<file path="src/hw/rtl/rbsi_pkg.sv">
// Shared types and constants for the ray versus box slab intersection core.
`default_nettype none
package rbsi_pkg;

    localparam int FRAC_BITS_DEF = 16;
    localparam int Q_W           = 32;     // quotient / distance word
    localparam int DIV_STEPS     = 32;     // quotient bits resolved, one per stage
    localparam int DIV_LAT       = DIV_STEPS + 2;
    localparam int LANE_LAT      = DIV_LAT + 1;
    localparam int MERGE_LAT     = 2;
    localparam int NUM_LANES     = 3;

    localparam logic signed [31:0] SAT_MAX = 32'sh7FFF_FFFF;
    localparam logic signed [31:0] SAT_MIN = 32'sh8000_0000;

    localparam int CFG_ADDR_W = 3;
    localparam logic [CFG_ADDR_W-1:0] CFG_MIN_X = 3'd0;
    localparam logic [CFG_ADDR_W-1:0] CFG_MIN_Y = 3'd1;
    localparam logic [CFG_ADDR_W-1:0] CFG_MIN_Z = 3'd2;
    localparam logic [CFG_ADDR_W-1:0] CFG_MAX_X = 3'd3;
    localparam logic [CFG_ADDR_W-1:0] CFG_MAX_Y = 3'd4;
    localparam logic [CFG_ADDR_W-1:0] CFG_MAX_Z = 3'd5;
    localparam logic [CFG_ADDR_W-1:0] CFG_FAR   = 3'd6;

    typedef struct packed {
        logic               limit;  // axis constrains the interval
        logic               ok;     // axis does not rule out a hit
        logic signed [31:0] lo;     // entry distance
        logic signed [31:0] hi;     // exit distance
    } lane_t;

endpackage
`default_nettype wire

</file>
<file path="src/hw/rtl/rbsi_merge.sv">
// Merges the three axis lanes into tNear/tFar and forms hit and distance.
`default_nettype none
module rbsi_merge (
    input  wire logic                  clk,
    input  wire rbsi_pkg::lane_t       lanes [0:rbsi_pkg::NUM_LANES-1],
    input  wire logic [30:0]           far_distance,
    output logic                       hit,
    output logic [30:0]                distance
);
    logic signed [31:0] near_c;
    logic signed [31:0] far_c;
    logic               ok_c;
    logic signed [31:0] near_reg;
    logic signed [31:0] far_reg;
    logic               ok_reg;

    always_comb
    begin
        near_c = rbsi_pkg::SAT_MIN;
        far_c  = rbsi_pkg::SAT_MAX;
        ok_c   = 1'b1;
        for (int i = 0; i < rbsi_pkg::NUM_LANES; i++)
        begin
            ok_c = ok_c && lanes[i].ok;
            if (lanes[i].limit && lanes[i].lo > near_c)
                near_c = lanes[i].lo;
            if (lanes[i].limit && lanes[i].hi < far_c)
                far_c = lanes[i].hi;
        end
    end

    always_ff @(posedge clk)
    begin
        near_reg <= near_c;
        far_reg  <= far_c;
        ok_reg   <= ok_c;
    end

    always_ff @(posedge clk)
    begin
        priority if (!ok_reg || near_reg > far_reg)
        begin
            hit      <= 1'b0;
            distance <= far_distance;
        end
        else if (near_reg > 32'sd0)
        begin
            hit      <= 1'b1;
            distance <= near_reg[30:0];
        end
        else if (far_reg > 32'sd0)
        begin
            hit      <= 1'b1;
            distance <= far_reg[30:0];
        end
        else
        begin
            hit      <= 1'b0;
            distance <= far_distance;
        end
    end

endmodule
`default_nettype wire
</file>
<file path="config.mk">
export PLATFORM = sky130hd
export DESIGN_NAME = rbsi_merge
export DESIGN_NICKNAME = d
export VERILOG_FILES = /design/src/hw/rtl/rbsi_pkg.sv /design/src/hw/rtl/rbsi_merge.sv
export SDC_FILE = /design/constraint.sdc
export NUM_CORES = 1
export LEC_CHECK = 0
export ABC_AREA = 1
export BUFFER_PORTS_ARGS = -buffer_cell sky130_fd_sc_hd__buf_4
export CELL_PAD_IN_SITES_DETAIL_PLACEMENT = 0
export CELL_PAD_IN_SITES_GLOBAL_PLACEMENT = 1
export CORE_MARGIN = 4
export CORE_UTILIZATION = 33
export CTS_CLUSTER_DIAMETER = 80
export DETAILED_ROUTE_END_ITERATION = 10
export PLACE_DENSITY_LB_ADDON = 0.1
export REMOVE_ABC_BUFFERS = 1
export SLEW_MARGIN = 5
export SYNTH_ARGS = -nofsm -noshare
export SYNTH_HDL_FRONTEND = slang
export SYNTH_SLANG_ARGS = --single-unit
</file>
<file path="constraint.sdc">
create_clock -name clk -period 4.85 [get_ports clk]
set_input_delay 0.2425 -clock clk [delete_from_list [all_inputs] [get_ports clk]]
set_output_delay 0.2425 -clock clk [all_outputs]
set_load 0.02 [all_outputs]
</file>
==> results.md, run 1 <==
- Run status: finished with violations
- Violated checks: negative setup slack
- Worst-path clk slew: 0.07 ns
- First-pass GRT wire length: 49900 um
- Vias in the first global route: 9405
- Peak VDD IR: 180 uV
- GRT Residual Overflow: 0
- NetSw: 1.54 mW
- Via count: 10100
- H-tree depth: 3
- Rel. slew slack: 49.1%
- Half-perimeter wire length after placement: 27300 um
- CTS tree: done
- Leakage power: 7.43 nW
- Pre-Repair DR Iteration Count: 5
- HP Class: in -> reg
- Post-Synthesis Cells: 1264
- RSZ-0062 raised after global routing: yes
- Initial antenna violation count: 3
- Min Hold Slack: 0.0985 ns
- Final period util: 108%
- Synth Register Bits: 97
- Power Density: 267 nW/um2
- Slowest cell on the critical path: or4_4
- Avg Vias per Cell: 4.89
- PortBufs: 261
- Clock network fraction of total power: 18.2%
- Top_reg_cell synth: dfxtp_1
- I/O pin cnt: 262
- Seq/Total Area, Yosys: 22.6%
- Max-Cap Viols: 0
- Crit-path most repeated cell: nand2_1
- Initial drt markers: 402
- Yosys warns: 0
- Hold buffers post-CTS: 0
- Worst-path maximum fanout: 16
- Highest metal used: met5
- Setup Viol. Count Final: 32
- Fillers: 2459
- Tightest Pin Transition: 0.753 ns
- Largest net degree at the start of global routing: 63
- Minimum clock period: 5.23 ns
- Initial core utilization: 33.8%
- Worst skew pair latency: 0.35 ns
- Top delay family on crit path: simple AND/OR/NAND/NOR gates
- DRT Wirelength: 35000 um
- Die area: 28700 um2
- Root Driver: clkbuf_16
- Slew Limit Fails: 0
- Mapped Area: 8590 um2
- Final ANT Viol Nets: 0
- Sequential Power Share: 28.4%
- Pint: 2.36 mW
- Post-synthesis async set-or-reset flop share: 0%
- CORE AREA: 25400 um2
- GRT Total Usage: 21.9%
- Final hold vios: 0
- Setup ws final: -0.376 ns
- F_max: 191 MHz
- CTS buffer count: 9
- Crit path buffers/inverters: 10
- Crit path launch type: input pin
- Total Power: 3.90 mW
- Met3 routed WL: 2010 um
- Slowest stage delay, CP: 0.52 ns
- Drc violations: 0
- Number of flops mapped to enable cells by yosys: 0
- Layout cells sized above 1: 42.0%
- GPL Wtd Cong: 0.879
- WS Path Type: in -> reg
- Comb pwr share: 53.3%
- Chip Width: 169 um
- Layout area overhead: 70.5%
- Die height: 169 um
- Max Root-Sink Buffers: 2
- Yosys cell types: 38
- CP Data Arrival Time: 5.45 ns
- Post-route insts no fill: 2066
- Clock Sinks: 97
- Placed instance count: 1999
- Met1 WL: 15600 um
- Crit. End Element: register
- Critical Path RT: 5.08 ns
- Routed wl met2: 16400 um
- Final #Nets: 2117
- Average cell area after synthesis: 6.79 um2
- Final core utilization: 57.7%
- Avg WL per Cell: 16.9 um
- Site Rows: 58
- Place WS: -1.14 ns
- Sw Ratio: 39.5%
- Worst clock skew: 0.0131 ns
final timing paths:
path | from | end | slack, ns | cells past startpoint
worst max-delay path | lanes[190] | near_reg[26] | -0.38 | 36
worst min-delay path | far_distance[0] | distance[0] | 0.1 | 2
worst max register to register | far_reg[1] | distance[9] | 1.71 | 16
worst min register to register | ok_reg | distance[0] | 0.57 | 2
kinds of logic (layout without fill, tap and decap cells):
logic type      count (synthesis)  count (layout)  synth area share (%)
other cells                     0               3                     0
flops                          97              97                  22.6
xor+xnor                        1               1                 0.102
fa+ha+maj                     158             158                  23.0
compound gates                305             305                  19.7
buf+inv                       211             677                  9.62
simple gates                  492             495                  24.9
layout make-up:
class | instances | area (um2) | share of cell area (%)
multi-input cells | 959 | 7100 | 48.5
repair buffers | 504 | 4280 | 29.2
flip-flops and latches | 97 | 1940 | 13.3
inverters | 158 | 611 | 4.17
well taps | 330 | 413 | 2.82
clock buffers | 9 | 225 | 1.54
clock inverters | 6 | 67.6 | 0.461
diodes | 3 | 7.51 | 0.0513
cell usage after synthesis, types with 9 or more instances:
library cell | n | area share (%)
nand2_1 | 311 | 14
o21ai_0 | 169 | 9.8
ha_1 | 158 | 23
inv_1 | 157 | 6.9
dfxtp_1 | 97 | 23
a21oi_1 | 75 | 4.4
nor2_1 | 68 | 3.0
nand4_1 | 57 | 4.2
clkbuf_1 | 40 | 1.7
o211ai_1 | 33 | 2.9
nor4_1 | 22 | 1.6
nand3_1 | 13 | 0.76
a211oi_1 | 10 | 0.87
buf_2 | 9 | 0.52
through the flow:
step | TNS (ns) | instance area, um2
global route | -20.39 | 14600
global placement | -45.67 | 12300
finish | -10.43 | 14600
CTS | -5.22 | 13300
detailed placement | -46.50 | 12300
floorplan | -95.82 | 8360
metal layers:
metal	track usage, %	up-vias
li1	-	5294
met1	29.6	4472
met2	35.6	284
met3	4.10	48
met4	6.58	2
met5	0	-
power groups by stage:
stage / combinational, mW / sequential (mW) / clock [mW]
after detailed placement: 1.66 / 1.12 / 0
after global routing: 2.32 / 1.13 / 0.762
after CTS: 1.79 / 1.11 / 0.734
after floorplan: 0.840 / 1.11 / 0
final: 2.08 / 1.11 / 0.712
after global placement: 1.64 / 1.12 / 0
cells in the final DEF, fill, tap and decap left out, types with 17 or more instances in the layout:
cell type / count
a21oi_2: 19
o21ai_0: 91
clkbuf_16: 21
nand2_1: 241
inv_1: 155
buf_4: 459
nand2_2: 43
nor4_1: 17
o211ai_1: 33
o21ai_2: 38
ha_4: 26
dfxtp_1: 97
o21ai_1: 37
nand2_4: 24
nor2_1: 58
nand4_1: 57
ha_1: 131
a21oi_1: 55
what timing repair did:
action	CTS	global route
cloned	5	16
hold endpoints to repair	0	0
setup buffers	10	24
setup endpoints to repair	46	64
resized for setup	103	259
pin swaps	12	49
No activity file was read; power rests on OpenSTA's default activity.
==> run 2, diff against run 1 <==
--- a/config.mk
+++ b/config.mk
@@ -15,6 +15,7 @@
 export DETAILED_ROUTE_END_ITERATION = 10
 export PLACE_DENSITY_LB_ADDON = 0.1
 export REMOVE_ABC_BUFFERS = 1
+export SKIP_LAST_GASP = 1
 export SLEW_MARGIN = 5
 export SYNTH_ARGS = -nofsm -noshare
 export SYNTH_HDL_FRONTEND = slang
==> results.md, run 2 (synthesis gave the netlist of run 1 again) <==
- Run status: finished with violations
- Violated checks: negative setup slack
- Slew Limit Fails: 0
- Setup tns final: -8.60 ns
- Slowest stage delay, CP: 0.28 ns
- GPL Wtd Cong: 0.879
- Via count: 9829
- PortBufs: 261
- Worst clock skew: 0.0135 ns
- Final hold vios: 0
- HP Class: in -> reg
- Die area: 28700 um2
- Worst r2r src: far_reg[1]
- Initial core utilization: 33.8%
- Slowest cell on the critical path: nor4_4
- Avg Vias per Cell: 4.81
- Initial antenna violation count: 3
- Half-perimeter wire length after placement: 27300 um
- Rel. slew slack: 49.0%
- Layout area overhead: 62.2%
- Initial drt markers: 413
- Worst-path clk slew: 0.07 ns
- Crit-path most repeated cell: buf_4
- Pint: 2.28 mW
- Crit. path cell count: 37
- Tightest Pin Transition: 0.755 ns
- Max-Cap Viols: 0
- Reg2Reg Depth: 16
- Hold Crit Start: far_distance[0]
- Largest net degree at the start of global routing: 63
- CORE AREA: 25400 um2
- Clock network fraction of total power: 19.0%
- First-pass GRT wire length: 49900 um
- FF-to-FF setup slack: 1.72 ns
- GRT Residual Overflow: 0
- Setup Viol. Count Final: 32
- Final period util: 107%
- Avg WL per Cell: 16.3 um
- Peak VDD IR: 179 uV
- Critical Path RT: 5.09 ns
- WS Path Type: in -> reg
- Worst skew pair latency: 0.35 ns
- DRT Wirelength: 33300 um
- Drc violations: 0
- Worst reg2reg path endpoint: distance[9]
- Max Root-Sink Buffers: 2
- Crit path buffers/inverters: 11
- Crit. End Element: register
- Most common cell after layout, fill and taps aside: buf_4
- Chip Width: 169 um
- WHS Path Cells: 2
- Place WS: -1.14 ns
- Root Driver: clkbuf_16
- Most frequent cells in the layout: 457 x buf_4, 270 x nand2_1, 154 x inv_1
- F_max: 193 MHz
- GRT Total Usage: 21.9%
- NetSw: 1.47 mW
- Leakage power: 7.10 nW
- Crit path launch type: input pin
- Sw Ratio: 39.3%
- Site Rows: 58
- Pre-Repair DR Iteration Count: 5
- Fillers: 2514
- Layout cells sized above 1: 37.5%
- CP Data Arrival Time: 5.42 ns
- Comb pwr share: 51.5%
- Hold EP: distance[0]
- RSZ-0062 raised after global routing: yes
- CTS buffer count: 9
- Final #Nets: 2093
- Die height: 169 um
- Vias in the first global route: 9419
- Power Density: 270 nW/um2
- CTS tree: done
- I/O pin cnt: 262
- Top delay family on crit path: simple AND/OR/NAND/NOR gates
- Minimum clock period: 5.17 ns
- H-tree depth: 3
- Final ANT Viol Nets: 0
- Worst-path maximum fanout: 5
- Sequential Power Share: 29.5%
- Setup ws final: -0.324 ns
- Final core utilization: 54.8%
- Clock Sinks: 97
-- run 2: cell count changes in the layout (fill, tap and decap cells not counted), moves of 5 or more --
cell       change
nand3_4        -5
nand2_2       -13
o21ai_0       +30
o21ai_2       -25
o21ai_1        -5
a21oi_2        -7
nand2_4       -13
buf_6         -11
clkbuf_16      -9
nand2_1       +29
a21oi_1        +7
-- run 2: cell type report --
class	instances	area [um2]	area share [%]
Antenna cell	3	7.51	0.0539
Clock buffer	9	225	1.62
Clock inverter	6	67.6	0.485
Inverter	158	606	4.35
Multi-Input combinational cell	956	6730	48.3
Sequential cell	97	1940	13.9
Tap cell	330	413	2.96
Timing Repair Buffer	483	3940	28.3
-- run 2: worst max-delay path by stage --
stage | from | endpoint | slack, ns
2_1_floorplan | lanes[178] | near_reg[10] | -1.96
3_3_place_gp | lanes[174] | near_reg[23] | -1.12
3_5_place_dp | lanes[174] | near_reg[28] | -1.14
4_1_cts | lanes[190] | near_reg[1] | -0.26
5_1_grt | lanes[170] | near_reg[12] | -0.61
6_report | lanes[170] | near_reg[0] | -0.32
-- run 2: worst register-to-register path: cells and delay by family, from the launching register on --
kind / cells / cell delay (ns)
flops: 1 / 0.36
buf+inv: 2 / 0.56
compound gates: 8 / 1.41
xor+xnor: 1 / 0.11
fa+ha+maj: 1 / 0.29
simple gates: 4 / 0.33
-- run 2: power by group through the flow --
stage	sequential (mW)	clock, mW	combinational [mW]
2_1_floorplan	1.11	0	0.840
3_3_place_gp	1.12	0	1.64
3_5_place_dp	1.12	0	1.66
4_1_cts	1.11	0.734	1.78
5_1_grt	1.13	0.762	2.17
6_report	1.11	0.714	1.93
-- run 2: layer usage --
layer | global-route usage, % | routed length [um] | up-vias
li1 | - | - | 5231
met1 | 29.5 | 15300 | 4322
met2 | 35.6 | 15300 | 238
met3 | 4.10 | 1950 | 36
met4 | 6.69 | 784 | 2
met5 | 0 | 20 | -
-- run 2: what timing repair did --
| action | 4_1_cts | 5_1_grt |
|---|---|---|
| setup buffers | 10 | 16 |
| gates cloned | 5 | 3 |
| resized for setup | 92 | 147 |
| pin swaps | 12 | 21 |
| setup endpoints to repair | 46 | 64 |
| hold buffers | 0 | 0 |
-- run 2: through the flow --
| step | total power, mW | cell area (um2) | cells | hold WS, ns |
|---|---|---|---|---|
| 2_1_floorplan | 1.95 | 8360 | 1211 | 0.355 |
| 3_3_place_gp | 2.76 | 12300 | 1999 | 0.455 |
| 3_5_place_dp | 2.79 | 12300 | 1999 | 0.458 |
| 4_1_cts | 3.62 | 13200 | 2027 | 0.0907 |
| 5_1_grt | 4.06 | 13900 | 2041 | 0.107 |
| 6_report | 3.76 | 13900 | 2042 | 0.0981 |
==> run 3, diff against run 2 <==
--- a/config.mk
+++ b/config.mk
@@ -7,7 +7,7 @@
 export LEC_CHECK = 0
 export ABC_AREA = 1
 export BUFFER_PORTS_ARGS = -buffer_cell sky130_fd_sc_hd__buf_4
-export CELL_PAD_IN_SITES_DETAIL_PLACEMENT = 0
+export CELL_PAD_IN_SITES_DETAIL_PLACEMENT = 1
 export CELL_PAD_IN_SITES_GLOBAL_PLACEMENT = 1
 export CORE_MARGIN = 4
 export CORE_UTILIZATION = 33
==> constraint.sdc (replaced) <==
create_clock -name clk -period 4.85 [get_ports clk]
set_input_delay 0.2425 -clock clk [delete_from_list [all_inputs] [get_ports clk]]
set_output_delay 0.2425 -clock clk [all_outputs]
set_load 0.1 [all_outputs]
==> results.md, run 3 (synthesis gave the netlist of run 1 again) <==
- Die area: 28700 um2
- Final hold vios: 0
- Grt met2 use: 43.2%
- Setup Viol. Count Final: 32
- Grt met3 use: 4.45%
- Sequential Power Share: 25.8%
- Avg Vias per Cell: 5.19
- Pint: 2.42 mW
- Post-route insts no fill: 2055
- Crit-path most repeated cell: nand2_1
- Drc violations: 0
- Hold buffers post-CTS: 0
- Layout area overhead: 66.0%
- GRT Total Usage: 24.5%
- H-tree depth: 3
- HP Class: in -> reg
- Initial drt markers: 486
- Final ANT Viol Nets: 0
- DRT Wirelength: 41000 um
- Sw Ratio: 44.3%
- Most common cell after layout, fill and taps aside: buf_4
- Final #Nets: 2104
- Max Root-Sink Buffers: 2
- Power Density: 305 nW/um2
- Minimum clock period: 5.55 ns
- GRT Residual Overflow: 0
- Crit path launch type: input pin
- Slowest cell on the critical path: nor4_1
- RSZ-0062 raised after global routing: yes
- Tightest Pin Transition: 0.786 ns
- First-pass GRT wire length: 56300 um
- Final period util: 114%
- Site Rows: 58
- Worst-path maximum fanout: 8
- Leakage power: 7.31 nW
- Initial core utilization: 33.8%
- CORE AREA: 25400 um2
- PortBufs: 261
- Crit. End Element: register
- Most frequent cells in the layout: 456 x buf_4, 243 x nand2_1, 155 x inv_1
- GR peak layer: met2
- Violated checks: negative setup slack
- Worst-path clk slew: 0.08 ns
- Layout cells sized above 1: 40.2%
- CTS buffer count: 9
- I/O pin cnt: 262
- Half-perimeter wire length after placement: 30300 um
- Max-Cap Viols: 0
- CTS tree: done
- Final core utilization: 56.1%
- Largest net degree at the start of global routing: 63
- GPL Wtd Cong: 0.879
- Slew Limit Fails: 0
- Worst skew pair latency: 0.37 ns
- Initial antenna violation count: 7
- Slowest stage delay, CP: 0.40 ns
- Clock network fraction of total power: 18.4%
- Run status: finished with violations
- Setup tns final: -19.58 ns
- Placed instance count: 1999
- Via count: 10700
- Avg WL per Cell: 20.0 um
- F_max: 180 MHz
- Clock Sinks: 97
- Met1 usage in global routing: 31.0%
- Critical Path RT: 5.12 ns
- WS Path Type: in -> reg
- Vias in the first global route: 10800
- Rel. slew slack: 46.9%
- Worst clock skew: 0.0121 ns
- Die height: 169 um
- Root Driver: clkbuf_16
- Setup ws final: -0.698 ns
- NetSw: 1.92 mW
- Pre-Repair DR Iteration Count: 5
- Chip Width: 169 um
- Peak VDD IR: 259 uV
- Place WS: -1.26 ns
- CP Data Arrival Time: 5.82 ns
- Total Power: 4.34 mW
- Comb pwr share: 55.8%
[run 3: changes by cell type in the layout (fill, tap and decap cells not counted), sizes merged]
| cell | change |
|---|---|
| clkinvlp | +1 |
| bufinv | +1 |
| nand3 | +1 |
| clkinv | -2 |
| buf | +7 |
| clkbuf | +3 |
| diode | +2 |
[run 3: through the flow]
step | hold slack [ns] | cell area [um2]
floorplan | 0.355 | 8360
global placement | 0.455 | 12300
detailed placement | 0.457 | 12300
CTS | 0.0820 | 13200
global route | 0.0905 | 14300
finish | 0.0801 | 14300
[run 3: critical path: cells and delay by family]
family / cells / cell delay [ns]
AOI/OAI and AO/OA: 6 / 0.84
adders and majority gates: 2 / 0.64
buffers and inverters: 8 / 1.26
and+or+nand+nor: 19 / 2.77
[run 3: final timing paths]
path / start / endpoint / slack, ns / cells past startpoint
max: lanes[166] / near_reg[1] / -0.70 / 35
min: far_distance[0] / distance[0] / 0.08 / 2
max reg2reg: far_reg[19] / distance[12] / 1.72 / 16
min reg2reg: ok_reg / distance[0] / 0.56 / 2
[run 3: cell type report]
class | count | area [um2]
flip-flops and latches | 97 | 1940
repair buffers | 493 | 4100
diodes | 5 | 12.5
fillers | 3179 | 11100
clock inverters | 6 | 91.3
multi-input cells | 957 | 6870
clock buffers | 9 | 225
well taps | 330 | 413
inverters | 158 | 606
[run 3: what timing repair did]
| item | in CTS | in global routing |
|---|---|---|
| setup buffers | 13 | 17 |
| endpoints found under the setup margin | 64 | 64 |
| gates resized for setup | 96 | 231 |
| gates cloned | 5 | 7 |
| pin swaps | 13 | 61 |
| hold endpoints to repair | 0 | 0 |
[run 3: routing by layer]
layer	share of wire [%]	vias to the layer above
li1	-	5264
met1	42	5013
met2	49	294
met3	5.3	83
met4	3.8	4
met5	0.083	-
[run 3: power by group through the flow]
stage | combinational (mW) | clock [mW] | sequential [mW]
after floorplan | 0.840 | 0 | 1.36
after global placement | 1.89 | 0 | 1.12
after detailed placement | 1.96 | 0 | 1.13
after CTS | 2.10 | 0.795 | 1.11
after global routing | 2.63 | 0.837 | 1.13
final | 2.42 | 0.799 | 1.12
